## config.mk

```make
export PLATFORM = sky130hd
export DESIGN_NAME = vfv_seq
export DESIGN_NICKNAME = d
export VERILOG_FILES = /design/src/vfv_pkg.sv /design/src/vfv_seq.sv
export SDC_FILE = /design/constraint.sdc
export NUM_CORES = 1
export LEC_CHECK = 0
export ABC_CLOCK_PERIOD_IN_PS = 3300
export CORE_UTILIZATION = 30
export DETAILED_ROUTE_END_ITERATION = 7
export DONT_BUFFER_PORTS = 1
export GPL_TIMING_DRIVEN = 1
export RECOVER_POWER = 50
export SETUP_SLACK_MARGIN = 0.1
export SLEW_MARGIN = 10
export SYNTH_ARGS = -nofsm -noshare
export SYNTH_HDL_FRONTEND = slang
export SYNTH_SLANG_ARGS = --single-unit
```

## constraint.sdc

```tcl
create_clock -name clk -period 3.3 [get_ports clk]
set_clock_uncertainty 0.2 [all_clocks]
set_input_delay 0.495 -clock clk [delete_from_list [all_inputs] [get_ports clk]]
set_output_delay 0.495 -clock clk [all_outputs]
set_load 0.05 [all_outputs]
```

## src/vfv_pkg.sv

```systemverilog
// ============================================================================
// vfv_pkg
// shared types and constants of the voxel face visibility unit
// ============================================================================
`default_nettype none

package vfv_pkg;

    localparam int COORD_W = 8;
    localparam int ID_W    = 8;
    localparam int FACE_N  = 6;

    localparam logic OP_WRITE = 1'b0;
    localparam logic OP_QUERY = 1'b1;

    localparam int FACE_POS_X = 0;
    localparam int FACE_NEG_X = 1;
    localparam int FACE_POS_Y = 2;
    localparam int FACE_NEG_Y = 3;
    localparam int FACE_POS_Z = 4;
    localparam int FACE_NEG_Z = 5;

    typedef enum logic [2:0] {
        ST_IDLE,
        ST_ADDR,
        ST_WRITE,
        ST_READ,
        ST_RESULT
    } vfv_state_t;

    typedef struct packed {
        logic              in_range;
        logic [ID_W-1:0]   cell_id;
        logic [FACE_N-1:0] face_mask;
    } vfv_result_t;

endpackage

`default_nettype wire

```

## src/vfv_seq.sv

```systemverilog
// ============================================================================
// vfv_seq
// item sequencer: address generation, store access and face mask collection
// ============================================================================
`default_nettype none

module vfv_seq #(
    parameter int GRID_X = 16,
    parameter int GRID_Y = 16,
    parameter int GRID_Z = 16
) (
    input  wire logic                                            clk,
    input  wire logic                                            rst_n,
    input  wire logic                                            item_valid,
    output logic                                                 item_ready,
    input  wire logic                                            item_op,
    input  wire logic [vfv_pkg::COORD_W-1:0]                     item_x,
    input  wire logic [vfv_pkg::COORD_W-1:0]                     item_y,
    input  wire logic [vfv_pkg::COORD_W-1:0]                     item_z,
    input  wire logic [vfv_pkg::ID_W-1:0]                        item_id,
    output logic                                                 mem_we,
    output logic [$clog2(GRID_X*GRID_Y*GRID_Z)-1:0]              mem_waddr,
    output logic [vfv_pkg::ID_W-1:0]                             mem_wdata,
    output logic [$clog2(GRID_X*GRID_Y*GRID_Z)-1:0]              mem_raddr_a,
    output logic [$clog2(GRID_X*GRID_Y*GRID_Z)-1:0]              mem_raddr_b,
    input  wire logic [vfv_pkg::ID_W-1:0]                        mem_rdata_a,
    input  wire logic [vfv_pkg::ID_W-1:0]                        mem_rdata_b,
    output logic                                                 res_valid,
    input  wire logic                                            res_ready,
    output vfv_pkg::vfv_result_t                                 res
);

    localparam int DEPTH = GRID_X * GRID_Y * GRID_Z;
    localparam int AW    = $clog2(DEPTH);
    localparam logic [AW-1:0] STRIDE_X = AW'(1);
    localparam logic [AW-1:0] STRIDE_Z = AW'(GRID_X);
    localparam logic [AW-1:0] STRIDE_Y = AW'(GRID_X * GRID_Z);

    vfv_pkg::vfv_state_t state_reg, state_next;
    logic [2:0] cnt_reg, cnt_next;

    logic                          op_reg;
    logic [vfv_pkg::COORD_W-1:0]   x_reg, y_reg, z_reg;
    logic [vfv_pkg::ID_W-1:0]      id_reg;
    logic                          in_range_reg, in_range_next;
    logic [AW-1:0]                 base_reg, base_next;
    logic [vfv_pkg::FACE_N-1:0]    edge_reg, edge_next;
    logic [vfv_pkg::ID_W-1:0]      cell_reg, cell_next;
    logic [vfv_pkg::FACE_N-1:0]    face_reg, face_next;

    logic [AW-1:0] nbr_addr [vfv_pkg::FACE_N];
    logic [1:0]    pair_col;
    logic          accept;

    assign accept = item_valid && item_ready;

    // neighbour addresses, pinned to the centre where the face points out of the grid
    always_comb
    begin
        nbr_addr[vfv_pkg::FACE_POS_X] = edge_reg[vfv_pkg::FACE_POS_X] ? base_reg
                                                                       : base_reg + STRIDE_X;
        nbr_addr[vfv_pkg::FACE_NEG_X] = edge_reg[vfv_pkg::FACE_NEG_X] ? base_reg
                                                                       : base_reg - STRIDE_X;
        nbr_addr[vfv_pkg::FACE_POS_Y] = edge_reg[vfv_pkg::FACE_POS_Y] ? base_reg
                                                                       : base_reg + STRIDE_Y;
        nbr_addr[vfv_pkg::FACE_NEG_Y] = edge_reg[vfv_pkg::FACE_NEG_Y] ? base_reg
                                                                       : base_reg - STRIDE_Y;
        nbr_addr[vfv_pkg::FACE_POS_Z] = edge_reg[vfv_pkg::FACE_POS_Z] ? base_reg
                                                                       : base_reg + STRIDE_Z;
        nbr_addr[vfv_pkg::FACE_NEG_Z] = edge_reg[vfv_pkg::FACE_NEG_Z] ? base_reg
                                                                       : base_reg - STRIDE_Z;
    end

    assign pair_col = 2'(cnt_reg - 3'd1);

    always_ff @(posedge clk or negedge rst_n)
    begin
        if (!rst_n)
        begin
            state_reg <= vfv_pkg::ST_IDLE;
            cnt_reg   <= 3'd0;
        end
        else
        begin
            state_reg <= state_next;
            cnt_reg   <= cnt_next;
        end
    end

    always_ff @(posedge clk)
    begin
        if (accept)
        begin
            op_reg <= item_op;
            x_reg  <= item_x;
            y_reg  <= item_y;
            z_reg  <= item_z;
            id_reg <= item_id;
        end
        in_range_reg <= in_range_next;
        base_reg     <= base_next;
        edge_reg     <= edge_next;
        cell_reg     <= cell_next;
        face_reg     <= face_next;
    end

    always_comb
    begin
        state_next    = state_reg;
        cnt_next      = cnt_reg;
        in_range_next = in_range_reg;
        base_next     = base_reg;
        edge_next     = edge_reg;
        cell_next     = cell_reg;
        face_next     = face_reg;
        item_ready    = 1'b0;
        res_valid     = 1'b0;
        mem_we        = 1'b0;
        mem_waddr     = base_reg;
        mem_wdata     = id_reg;
        mem_raddr_a   = base_reg;
        mem_raddr_b   = base_reg;

        unique case (state_reg)
            vfv_pkg::ST_IDLE:
            begin
                item_ready = 1'b1;
                if (item_valid)
                begin
                    state_next = vfv_pkg::ST_ADDR;
                end
            end
            vfv_pkg::ST_ADDR:
            begin
                in_range_next = (x_reg < vfv_pkg::COORD_W'(GRID_X))
                             && (y_reg < vfv_pkg::COORD_W'(GRID_Y))
                             && (z_reg < vfv_pkg::COORD_W'(GRID_Z));
                base_next = (AW'(y_reg) * AW'(GRID_Z) + AW'(z_reg)) * AW'(GRID_X)
                          + AW'(x_reg);
                edge_next[vfv_pkg::FACE_POS_X] = x_reg == vfv_pkg::COORD_W'(GRID_X - 1);
                edge_next[vfv_pkg::FACE_NEG_X] = x_reg == '0;
                edge_next[vfv_pkg::FACE_POS_Y] = y_reg == vfv_pkg::COORD_W'(GRID_Y - 1);
                edge_next[vfv_pkg::FACE_NEG_Y] = y_reg == '0;
                edge_next[vfv_pkg::FACE_POS_Z] = z_reg == vfv_pkg::COORD_W'(GRID_Z - 1);
                edge_next[vfv_pkg::FACE_NEG_Z] = z_reg == '0;
                cell_next = '0;
                face_next = '0;
                cnt_next  = 3'd0;
                if (op_reg == vfv_pkg::OP_WRITE)
                begin
                    state_next = vfv_pkg::ST_WRITE;
                end
                else if (in_range_next)
                begin
                    state_next = vfv_pkg::ST_READ;
                end
                else
                begin
                    state_next = vfv_pkg::ST_RESULT;
                end
            end
            vfv_pkg::ST_WRITE:
            begin
                mem_we = in_range_reg;
                if (in_range_reg)
                begin
                    cell_next = id_reg;
                end
                state_next = vfv_pkg::ST_RESULT;
            end
            vfv_pkg::ST_READ:
            begin
                // issue pair cnt_reg, collect the pair issued in the cycle before
                case (cnt_reg[1:0])
                    2'd0:
                    begin
                        mem_raddr_a = base_reg;
                        mem_raddr_b = nbr_addr[vfv_pkg::FACE_POS_X];
                    end
                    2'd1:
                    begin
                        mem_raddr_a = nbr_addr[vfv_pkg::FACE_NEG_X];
                        mem_raddr_b = nbr_addr[vfv_pkg::FACE_POS_Y];
                    end
                    2'd2:
                    begin
                        mem_raddr_a = nbr_addr[vfv_pkg::FACE_NEG_Y];
                        mem_raddr_b = nbr_addr[vfv_pkg::FACE_POS_Z];
                    end
                    default:
                    begin
                        mem_raddr_a = nbr_addr[vfv_pkg::FACE_NEG_Z];
                        mem_raddr_b = base_reg;
                    end
                endcase
                if (cnt_reg != 3'd0)
                begin
                    case (pair_col)
                        2'd0:
                        begin
                            cell_next = mem_rdata_a;
                            face_next[vfv_pkg::FACE_POS_X] = edge_reg[vfv_pkg::FACE_POS_X]
                                                          || (mem_rdata_b == '0);
                        end
                        2'd1:
                        begin
                            face_next[vfv_pkg::FACE_NEG_X] = edge_reg[vfv_pkg::FACE_NEG_X]
                                                          || (mem_rdata_a == '0);
                            face_next[vfv_pkg::FACE_POS_Y] = edge_reg[vfv_pkg::FACE_POS_Y]
                                                          || (mem_rdata_b == '0);
                        end
                        2'd2:
                        begin
                            face_next[vfv_pkg::FACE_NEG_Y] = edge_reg[vfv_pkg::FACE_NEG_Y]
                                                          || (mem_rdata_a == '0);
                            face_next[vfv_pkg::FACE_POS_Z] = edge_reg[vfv_pkg::FACE_POS_Z]
                                                          || (mem_rdata_b == '0);
                        end
                        default:
                        begin
                            face_next[vfv_pkg::FACE_NEG_Z] = edge_reg[vfv_pkg::FACE_NEG_Z]
                                                          || (mem_rdata_a == '0);
                        end
                    endcase
                end
                if (cnt_reg == 3'd4)
                begin
                    state_next = vfv_pkg::ST_RESULT;
                end
                else
                begin
                    cnt_next = cnt_reg + 3'd1;
                end
            end
            vfv_pkg::ST_RESULT:
            begin
                res_valid = 1'b1;
                if (res_ready)
                begin
                    state_next = vfv_pkg::ST_IDLE;
                end
            end
            default:
            begin
                state_next = vfv_pkg::ST_IDLE;
            end
        endcase
    end

    assign res.in_range  = in_range_reg;
    assign res.cell_id   = cell_reg;
    assign res.face_mask = (cell_reg != '0) ? face_reg : '0;

    a_one_in_flight: assert property (@(posedge clk) disable iff (!rst_n)
        res_valid |-> !item_ready)
        else $error("item accepted while a result is pending");

    a_write_then_result: assert property (@(posedge clk) disable iff (!rst_n)
        mem_we |=> res_valid)
        else $error("store write not followed by its result");

    a_out_of_range_empty: assert property (@(posedge clk) disable iff (!rst_n)
        res_valid && !res.in_range |-> res.cell_id == '0 && res.face_mask == '0)
        else $error("out of range item reports a non-empty cell");

    a_write_no_mask: assert property (@(posedge clk) disable iff (!rst_n)
        res_valid && op_reg == vfv_pkg::OP_WRITE |-> res.face_mask == '0)
        else $error("write reports a face mask");

endmodule

`default_nettype wire

```

* After elaboration in Yosys (flattened, before gate mapping)
Cells that the tools add are included.
Storage, ports and cells: flip-flop bits (word level) 72, input bits 53, output and inout port bits 62, word-level logic and storage cells 111
Cells by class: $add $sub $neg 10, magnitude comparators 3, equality and inequality tests 22, mux-type cells 32, reductions and logical operators 29
Operators by type and width (number):
- $mux 12 | 8
- $pmux 12 s3 | 2
- $logic_not 8->1 | 5
- $eq 8x4->1 const B | 3
- $lt 8x5->1 const B | 3
- $mux 8 | 3
- $pmux 8 s3 | 1
- $mux 3 | 6
- $pmux 3 s5 | 1
- $reduce_and 3->1 | 5
- $ne 2x2->1 const B | 7
- $add 12x1->12 const B | 1
- $add 12x5->12 const B | 1
- $add 12x8->12 | 1
- $add 12x9->12 const B | 1
- $mux 6 | 2
- $pmux 6 s2 | 1
- $sub 12x1->12 const B | 1
- $sub 12x5->12 const B | 1
- $sub 12x9->12 const B | 1
- $add 8x8->8 | 1
- $reduce_bool 8->1 | 1
- $eq 3x2->1 const B | 2
- $eq 3x3->1 const B | 2
- 18 further kinds | 36

* Logic depth before layout (Yosys ltp)
word-level depth 6, mapped depth 8, mapped depth without buffers 7

* Worst setup path before layout
No wires, ideal clock.
kind register to output, start register base_reg[4], in the netlist mem_waddr[4], end output port mem_raddr_a[8], data arrival time 2.935 ns, data required time 2.605 ns, slack -0.330 ns, cell stages (with the launch flop) 7, buffers on the path 1, cells stage by stage edfxtp_1 > buf_1 > inv_1 > ha_1 > a31oi_1 > a2111oi_0 > o311ai_1
Between the ends: cells in the longest elaborated chain, start to end 4, elaborated cells between the ends (all ways) 8, those cells by class 3 x add/sub; 5 x mux
Ends and longest elaborated chain:
- start: declaration | RTL line vfv_seq.sv:46 | logic [AW-1:0] base_reg, base_next;
- start signal: assignment | RTL line vfv_seq.sv:101 | base_reg <= base_next;
- $sub 12x5->12, or another cell as far along | RTL line vfv_seq.sv:71 | : base_reg - STRIDE_Z;
- $mux 12, on equally long branches | RTL line vfv_seq.sv:70, vfv_seq.sv:62, vfv_seq.sv:66
- $pmux 12 s3 * | RTL line vfv_seq.sv:174 | case (cnt_reg[1:0])
- $mux 12 * | RTL line vfv_seq.sv:124 | unique case (state_reg)
- end: declaration | RTL line vfv_seq.sv:24 | output logic [$clog2(GRID_X*GRID_Y*GRID_Z)-1:0] mem_raddr_a,
Mark *: on every way between the ends. The rest lies on a longest branch, timed or not.

* Worst setup path in the final report
start register edge_reg[1] in the netlist's numbering, end output port mem_raddr_a[11]
Between the ends: cells in the longest elaborated chain, start to end 3
Ends and longest elaborated chain:
- start: declaration | RTL line vfv_seq.sv:47 | logic [vfv_pkg::FACE_N-1:0] edge_reg, edge_next;
- start signal: assignment | RTL line vfv_seq.sv:102 | edge_reg <= edge_next;
- $mux 12 | RTL line vfv_seq.sv:62 | nbr_addr[vfv_pkg::FACE_NEG_X] = edge_reg[vfv_pkg::FACE_NEG_X] ? base_reg
- $pmux 12 s3 | RTL line vfv_seq.sv:174
- $mux 12 | RTL line vfv_seq.sv:124
No other way between the ends.

==> reports/qor.txt <==
Ys flop type: edfxtp_1
Routed vias/inst: 5.47
Synth warn: 0
Initial DRT Pass Iterations: 5
Clock Latency Late Sink: 0.33 ns
Total grt overflow: 0
Status: finished, final reports clean
Tmin final: 3.14 ns
Hold path cells: 0
Core ar.: 15100 um^2
DRC errors left: 0
Area grow syn2layout: 20.9%
Mapped Avg Cell Area: 9.95 um^2
WP depth: 5
Max IR drop VDD: 0.610 mV
Leakage: 2.08 nW
Ratio of cells with drive above 1 in the final layout: 18.3%
Max-Slew Margin vs Limit: 37.6%
Crit path cell chain: nor4_2 -> and4_1 -> o21ai_1 -> a222oi_1 -> buf_4
Critical path launch point type: flip-flop
CP Data Arrival Time: 2.45 ns
Worst EP required: 2.60 ns
Psw: 3.11 mW
Max Slew Vio Count: 0
CP Capture Type: output pin
IO Pins: 115
Most common cell after layout, fill and taps aside: edfxtp_1
Cell Area, Synth: 4630 um^2
Cell internal pwr: 3.21 mW
EDFF count, synth: 66
CP Class: reg -> out
Clock slew at reported path FFs: 0.05 ns
Mapped Nets: 537
First-pass GRT wire length: 19.4 mm
Pwr dens: 1130 nW/um^2
Max FFs per register: 12
Post-Place Setup Slack: 0.369 ns
Sequential-to-total area share from yosys stat: 46.1%
Post-synthesis cell count: 465
Slowest-stage cell, CP: edfxtp_1
Synth unique cells: 72
Final WS setup: 0.157 ns
Ant. Diodes: 0
TNS Setup: 0 ns
FMAX: 318 MHz
Antenna violations before repair: 0
WP buf/inv: 1
Fin crit share: 95.3%
Final Setup Violations: 0
Buffers on Ports: 0
CTS sink count: 72
Clk network pwr share: 17.5%
Root buf cell: clkbuf_16
Largest net degree at the start of global routing: 34
Least-Margin Pin Slew: 0.936 ns
Gr usage total: 15.7%
DPL Wire Length: 9.47 mm
Seq pwr share: 31.7%
Crit-path leading delay family: simple AND/OR/NAND/NOR gates
Delay of the slowest critical-path stage: 0.59 ns
Logic gate share of total power: 50.8%
Die height: 126 um
Asr flop ratio synth: 8.33%
Core Util, Final: 36.9%
Max-Cap Viols: 0
Die area: 15900 um^2
Leading cell types in the layout, fill and taps excluded: edfxtp_1 (66), buf_4 (58), nor2_1 (40), nand2_1 (30), inv_1 (26)
Initial Util: 30.5%
RSZ-0062 raised after global routing: yes
Post-synthesis register bit count: 72
Via Count: 3839
Rows: 45
Die Wd: 126 um
WL final: 12.7 mm
CP Max Fanout: 9
Hold WC Path Type: in -> reg
Switch share: 49.2%
Vias in the first global route: 3637
CTS HTree Levels: 3
Post-layout nets: 581
Remaining antenna violation count after routing: 0
Total CTS buffers: 9
CTS tree: yes
Worst R2R Path Depth: 4
Gpl congestion: 0.830
WL/cell: 18.2 um
Initial drt markers: 302
Maximum root-to-sink buffer count: 2
Final Hold Fails: 0
WHS: 0.0641 ns
worst reg2reg max path: stages, from the launching register on:
cell and delay, ns:
edfxtp_1 0.42, or4_1 0.64, or3_1 0.49, a31oi_1 0.19
o22ai_1 0.09
layout make-up:
type / count / area, um^2
clock inverter: 5 / 104
tap: 188 / 235
multi-input combinational: 330 / 2280
clock buffer: 11 / 243
timing repair buffer: 68 / 499
fill: 1485 / 9550
inverter: 28 / 105
sequential: 72 / 2130
routing by layer:
layer	wire length, um	vias up	track usage (%)
met5	0	-	0
met4	232	0	6.09
li1	-	1840	-
met3	778	21	3.78
met2	6140	147	25.4
met1	5600	1831	20.3
cell families after synthesis:
kind of cell    share of synthesized area [%]
simple gates                             21.4
compound gates                           16.5
flops                                    46.1
buf+inv                                  5.68
fa+ha+maj                                5.46
xor+xnor                                 2.46
mux                                      2.41
cell usage after synthesis (3+ instances only):
master / instances / area, um^2
a31oi_1: 11 / 68.8
a22oi_1: 5 / 37.5
or4_1: 11 / 82.6
nand2_1: 30 / 113
a211oi_1: 3 / 22.5
a41oi_1: 4 / 35.0
and2_1: 9 / 56.3
nor2_1: 41 / 154
xnor2_1: 8 / 70.1
nand4_1: 12 / 75.1
nor2b_1: 8 / 50.1
nand3b_1: 5 / 37.5
o211ai_1: 5 / 37.5
nand2b_1: 7 / 43.8
nor3_1: 11 / 55.1
a21oi_1: 21 / 105
mux2i_1: 10 / 100
inv_1: 26 / 97.6
nand3_1: 11 / 55.1
nor4_1: 6 / 37.5
a21o_1: 7 / 52.6
clkbuf_1: 21 / 78.8
xor2_1: 5 / 43.8
ha_1: 17 / 213
and4_1: 3 / 26.3
o31ai_1: 4 / 30.0
o21ai_0: 9 / 45.0
dfrtp_1: 6 / 150
o21ai_1: 16 / 80.1
buf_2: 9 / 45.0
edfxtp_1: 66 / 1980
a22o_1: 4 / 35.0
what timing repair did:
item | 4_1_cts | 5_1_grt
hold buffers | 1 | 0
resized for setup | 5 | 3
endpoints found under the setup margin | 13 | 8
buffers inserted | 1 | 14
hold endpoints to repair | 6 | 0
pin swaps | 0 | 0
metrics by stage:
step	area (um^2)	total power, mW	instances
floorplan	4650	4.23	465
global placement	5140	5.11	670
detailed placement	5140	5.14	670
CTS	5520	6.28	688
global route	5600	6.63	702
finish	5600	6.32	702
final timing paths:
kind,from,to,slack (ns)
min,item_y[7],y_reg[7],0.06
max in group asynchronous,rst_n,state_reg[1],2.38
max,edge_reg[1],mem_raddr_a[11],0.16
max reg2reg,x_reg[5],state_reg[2],1.16
min reg2reg,x_reg[3],mem_waddr[3],0.27
min in group asynchronous,rst_n,state_reg[2],0.29
power groups by stage:
stage	sequential, mW	clock, mW	combinational [mW]
2_1_floorplan	2.06	0	2.18
3_3_place_gp	2.04	0	3.06
3_5_place_dp	2.05	0	3.09
4_1_cts	2.04	1.13	3.11
5_1_grt	2.05	1.16	3.42
6_report	2.01	1.11	3.21
Note: power is estimated with default switching activity, not from simulation.
